`config.mk`:
```
export PLATFORM = sky130hd
export DESIGN_NAME = dwrm_ctrl
export DESIGN_NICKNAME = d
export VERILOG_FILES = /design/src/rtl/dwrm_pkg.sv /design/src/rtl/dwrm_ctrl.sv
export SDC_FILE = /design/constraint.sdc
export NUM_CORES = 1
export LEC_CHECK = 0
export ABC_AREA = 1
export BUFFER_PORTS_ARGS = -buffer_cell sky130_fd_sc_hd__buf_2
export CAP_MARGIN = 20
export CORE_AREA = 3 3 40 42
export DETAILED_ROUTE_END_ITERATION = 8
export DIE_AREA = 0 0 43 45
export HOLD_SLACK_MARGIN = 0.02
export PLACE_DENSITY_LB_ADDON = 0.12
export SKIP_CTS_REPAIR_TIMING = 1
export SKIP_LAST_GASP = 1
export SLEW_MARGIN = 20
export SYNTH_ARGS = -nofsm -noshare
export SYNTH_HDL_FRONTEND = slang
export SYNTH_SLANG_ARGS = --single-unit
```
`constraint.sdc`:
```
create_clock -name clk -period 1.2 [get_ports clk]
set_clock_uncertainty 0.05 [all_clocks]
set_input_delay 0.18 -clock clk [delete_from_list [all_inputs] [get_ports clk]]
set_output_delay 0.18 -clock clk [all_outputs]
set_load 0.1 [all_outputs]
```
`src/rtl/dwrm_pkg.sv`:
```
// Shared types and constants for the distance weighted range minimum block.
`default_nettype none

package dwrm_pkg;

  localparam int POS_W   = 11;
  localparam int PRICE_W = 30;
  localparam int COST_W  = 31;
  localparam int SIZE_W  = 11;
  localparam int VAL_W   = 32;

  localparam logic [SIZE_W-1:0]       SIZE_RESET = 11'd1024;
  localparam logic signed [VAL_W-1:0] EMPTY_MARK = 32'sh7FFF_FFFF;

  localparam logic MODE_WRITE = 1'b0;
  localparam logic MODE_QUERY = 1'b1;

  typedef struct packed {
    logic               mode;
    logic [POS_W-1:0]   position;
    logic [PRICE_W-1:0] price;
  } dwrm_in_t;

  typedef struct packed {
    logic [COST_W-1:0] best_cost;
    logic              no_answer;
  } dwrm_out_t;

  // Commands from the controller to the datapath
  typedef struct packed {
    logic clr_step;
    logic load;
    logic upd_step;
    logic qry_step;
    logic out_load;
  } dwrm_cmd_t;

  // Status from the datapath to the controller
  typedef struct packed {
    logic clr_last;
    logic in_range;
    logic at_root;
    logic qry_active;
  } dwrm_stat_t;

  function automatic logic signed [VAL_W-1:0] min_val(input logic signed [VAL_W-1:0] a,
                                                      input logic signed [VAL_W-1:0] b);
    return (a < b) ? a : b;
  endfunction

endpackage

`default_nettype wire

```
`src/rtl/dwrm_ctrl.sv`:
```
// Controller: clearing pass, request sequencing and result hand-off.
`default_nettype none

module dwrm_ctrl import dwrm_pkg::*; (
  input  wire logic       clk,
  input  wire logic       rst_n,
  input  wire logic       in_valid,
  input  wire logic       in_mode,
  output logic            in_ready,
  output logic            out_valid,
  input  wire logic       out_ready,
  input  wire dwrm_stat_t stat,
  output dwrm_cmd_t       cmd
);

  localparam logic [2:0] S_CLEAR = 3'd0;
  localparam logic [2:0] S_IDLE  = 3'd1;
  localparam logic [2:0] S_UPD   = 3'd2;
  localparam logic [2:0] S_QRY   = 3'd3;
  localparam logic [2:0] S_FIN   = 3'd4;

  logic [2:0] state_r, state_nxt;
  logic       out_valid_r, out_valid_nxt;
  logic       accept, out_free;

  always_comb begin
    in_ready     = state_r == S_IDLE;
    accept       = in_valid & in_ready;
    out_free     = !out_valid_r | out_ready;
    cmd.clr_step = state_r == S_CLEAR;
    cmd.load     = accept;
    cmd.upd_step = state_r == S_UPD;
    cmd.qry_step = state_r == S_QRY;
    cmd.out_load = (state_r == S_FIN) & out_free;
  end

  // Next state
  always_comb begin
    state_nxt = state_r;
    case (state_r)
      S_CLEAR: begin
        if (stat.clr_last) begin
          state_nxt = S_IDLE;
        end
      end
      S_IDLE: begin
        if (accept) begin
          if (in_mode == MODE_QUERY) begin
            state_nxt = S_QRY;
          end else if (stat.in_range) begin
            state_nxt = S_UPD;
          end
        end
      end
      S_UPD: begin
        if (stat.at_root) begin
          state_nxt = S_IDLE;
        end
      end
      S_QRY: begin
        if (!stat.qry_active) begin
          state_nxt = S_FIN;
        end
      end
      S_FIN: begin
        if (out_free) begin
          state_nxt = S_IDLE;
        end
      end
      default: state_nxt = S_IDLE;
    endcase
  end

  // Hold the result valid until it is taken
  always_comb begin
    out_valid_nxt = out_valid_r;
    if (cmd.out_load) begin
      out_valid_nxt = 1'b1;
    end else if (out_ready) begin
      out_valid_nxt = 1'b0;
    end
  end

  always_ff @(posedge clk) begin
    if (!rst_n) begin
      state_r     <= S_CLEAR;
      out_valid_r <= 1'b0;
    end else begin
      state_r     <= state_nxt;
      out_valid_r <= out_valid_nxt;
    end
  end

  assign out_valid = out_valid_r;

  a_clear_runs: assert property (@(posedge clk) disable iff (!rst_n)
    (state_r == S_CLEAR && !stat.clr_last) |=> state_r == S_CLEAR)
    else $error("clearing pass left early");

  a_root_ends: assert property (@(posedge clk) disable iff (!rst_n)
    (state_r == S_UPD && stat.at_root) |=> state_r == S_IDLE)
    else $error("path update ran past the root");

  a_walk_ends: assert property (@(posedge clk) disable iff (!rst_n)
    (state_r == S_QRY && !stat.qry_active) |=> state_r == S_FIN)
    else $error("range walk did not finish");

  a_result_out: assert property (@(posedge clk) disable iff (!rst_n)
    (state_r == S_FIN && out_free) |=> (out_valid_r && state_r == S_IDLE))
    else $error("query result not presented");

endmodule

`default_nettype wire

```
==> metrics.csv <==
metric;value;unit
root buf cell;clkbuf_4;
Clk pin slew, worst setup/hold paths;0.04;ns
GRT Total Usage;9.14;%
DR vias;358;
f_max;709;MHz
# IOs;16;
CP Launch Type;register;
IO Port Bufs;15;
max cap viols;0;
antenna violations before repair;0;
Max IR drop VDD;0.990;mV
Yosys cell types;19;
fin. max-slew vios;0;
WHS Path Cells;3;
endpoint class of the critical path;primary output;
largest area contributor in the netlist;dfxtp_1;
total routed wirelength;795;µm
RR Startpoint;state_r[1];
switching share of power;51.6;%
DR WL/cell;9.70;µm
Longest Clk Path Bufs;2;
remaining routing DRC violations;0;
unrepaired setup endpoints after global routing;true;
layout cells sized above 1;67.2;%
Worst-Skew Late Latency;0.23;ns
most common cell after layout, fill and taps aside;buf_2;
antenna viol nets, final;0;
Setup Viol. Count Final;6;
Hold Crit Class;primary input to register;
Top delay family on crit path;buffers and inverters;
global route overflow;0;
post-synth top area share;27.6;%
Area contributors post-synth;dfxtp_1 (28%), nor2_1 (9.1%), nand3_2 (6.9%), inv_1 (6.5%), nand2_2 (6.5%);
final hold violation count;0;
Ys Warns;0;
Internal Power;0.000677;W
min Tclk post-route;1.41;ns
Hold Path End;state_r[2];
Die ar.;1940;µm²
most frequent cells in the layout;buf_2 (8), buf_12 (7), buf_4 (6);
Core Region;1280;µm²
Mapped Area;290;µm²
first-pass GRT wire length;1370;µm
ANT cells;0;
WP data required;0.97;ns
crit path max fanout;5;
post-synthesis compound-gate area fraction;10.3;%
Post-Place Setup Slack;-0.0143;ns
CTS tree;built;
# nets final;77;
Sum Neg Setup Slack;-1.02;ns
Crit. Startpoint;state_r[2];
#FFs+latches synth;4;
row count;13;
vias per inst;4.37;
H-tree Lvls;1;
slowest CP cell;dfxtp_4;
DR iter-0 viols;8;
WP data arrival;1.18;ns
vias in the first global route;354;
Horiz. Die Dim;43;µm
DR pass1 iterations;4;
syn avg cell area;6.75;µm²
XOR/XNOR share of the synthesized area;0;%
Worst Path Buf+Inv;3;
placed cell area;574;µm²
RR Endpoint;state_r[1];
largest family of logic cells by synthesized area;simple AND/OR/NAND/NOR gates;
clock buffer count from CTS;3;
leakage power;0.288;nW
fill count;119;
Finished Layout Cells;82;
R2R Setup Slk;0.04;ns
Slew @ Worst Pin;0.230;ns
TritonCTS Sinks;4;
fin crit share;118;%
Psw;0.000721;W
Die Y;45;µm
power share of the clock group;12.9;%
Layout area overhead;119;%
violated checks;setup timing;
adder-cell share of the synthesized area;0;%
final instance area;636;µm²
outcome;finished, violations left;
initial core utilization;22.6;%
pwr/cell area;2200;nW/µm²
Syn Inst Count;43;
setup ws final;-0.210;ns
GPL Wtd Cong;0.816;
Fin Hold WS;0.154;ns
Sequential Power Share;15.9;%
Logic pwr share;71.2;%
Detail Placement HPWL;671;µm
largest net degree at the start of global routing;8;
simple logic cell fraction of the synthesized area;47.8;%
mux cell area share after synthesis;0;%
Slew headroom;84.5;%
hold wc startpoint;rst_n;
Slowest Stage Delay on Critical Path;0.34;ns
post-synthesis sequential area ratio;27.6;%
CP Cell Sequence;inv_4 > nand2_4 > nor3b_2 > buf_4 > buf_12;
placed cell count;77;
worst-case reg-to-reg path depth;6;
crit path kind;register to primary output;
syn_nets;52;
## state kept, by name (all words and copies together) (netlist names)
| register | count |
|---|---|
| out_valid | 1 |
| state_r | 3 |
## kinds of logic (layout without fill, tap and decap cells)
logic type,after synthesis,count (layout)
buffers and inverters,9,33
and+or+nand+nor,25,25
DFF,4,4
AOI/OAI and AO/OA,5,5
## cell type report
class	count	area, µm²	area share (%)
inverters	7	31.3	4.92
clock buffers	4	26.3	4.13
repair buffers	22	236	37.2
well taps	15	18.8	2.95
multi-input cells	30	228	35.8
flip-flops and latches	4	95.1	15.0
## worst max-delay path by stage
| stage | slack, ns | cells after the start | end |
|---|---|---|---|
| after floorplan | -0.37 | 8 | state_r[1] |
| after global placement | -0.07 | 5 | cmd[3] |
| after detailed placement | -0.01 | 5 | cmd[3] |
| after CTS | -0.28 | 5 | cmd[3] |
| after global routing | -0.26 | 5 | cmd[3] |
| final | -0.21 | 5 | cmd[3] |
## power by group through the flow
stage	clock (W)	sequential, W	combinational (W)
detailed placement	0	0.000220	0.000968
global placement	0	0.000220	0.000973
floorplan	0	0.000274	0.000585
CTS	0.000186	0.000218	0.000971
finish	0.000180	0.000223	0.000995
global route	0.000199	0.000228	0.00104
## metrics by stage
stage / utilization [%] / total power (W)
6_report: 49.5 / 0.00140
2_1_floorplan: - / 0.000859
3_3_place_gp: 44.7 / 0.00119
4_1_cts: 46.7 / 0.00137
5_1_grt: 49.5 / 0.00147
3_5_place_dp: 44.7 / 0.00119
## routing by layer
| layer | vias up | global-route usage (%) | share of wire [%] |
|---|---|---|---|
| met3 | 0 | 3.98 | 8.4 |
| li1 | 189 | - | - |
| met1 | 156 | 10.6 | 44 |
| met5 | - | 0 | 0 |
| met4 | 0 | 3.61 | 0 |
| met2 | 13 | 15.0 | 47 |
## tightest hold or removal path, cell delays in order
cell and delay [ns]:
buf_2 0.12, nand2_1 0.07, nor2_1 0.03
## cells in the mapped netlist
cell type,instances
nand2_1,2
nand4_1,2
buf_4,2
nand2_2,3
nand3_2,2
nor3_1,2
o211ai_1,1
inv_2,2
dfxtp_1,4
inv_1,5
nor4_1,1
nor3b_1,1
nand3b_1,1
o21ai_0,1
a21oi_1,2
o21a_1,1
nor2_2,2
nor2_1,7
nand3_1,2
Note: power is estimated with default switching activity, not from simulation.
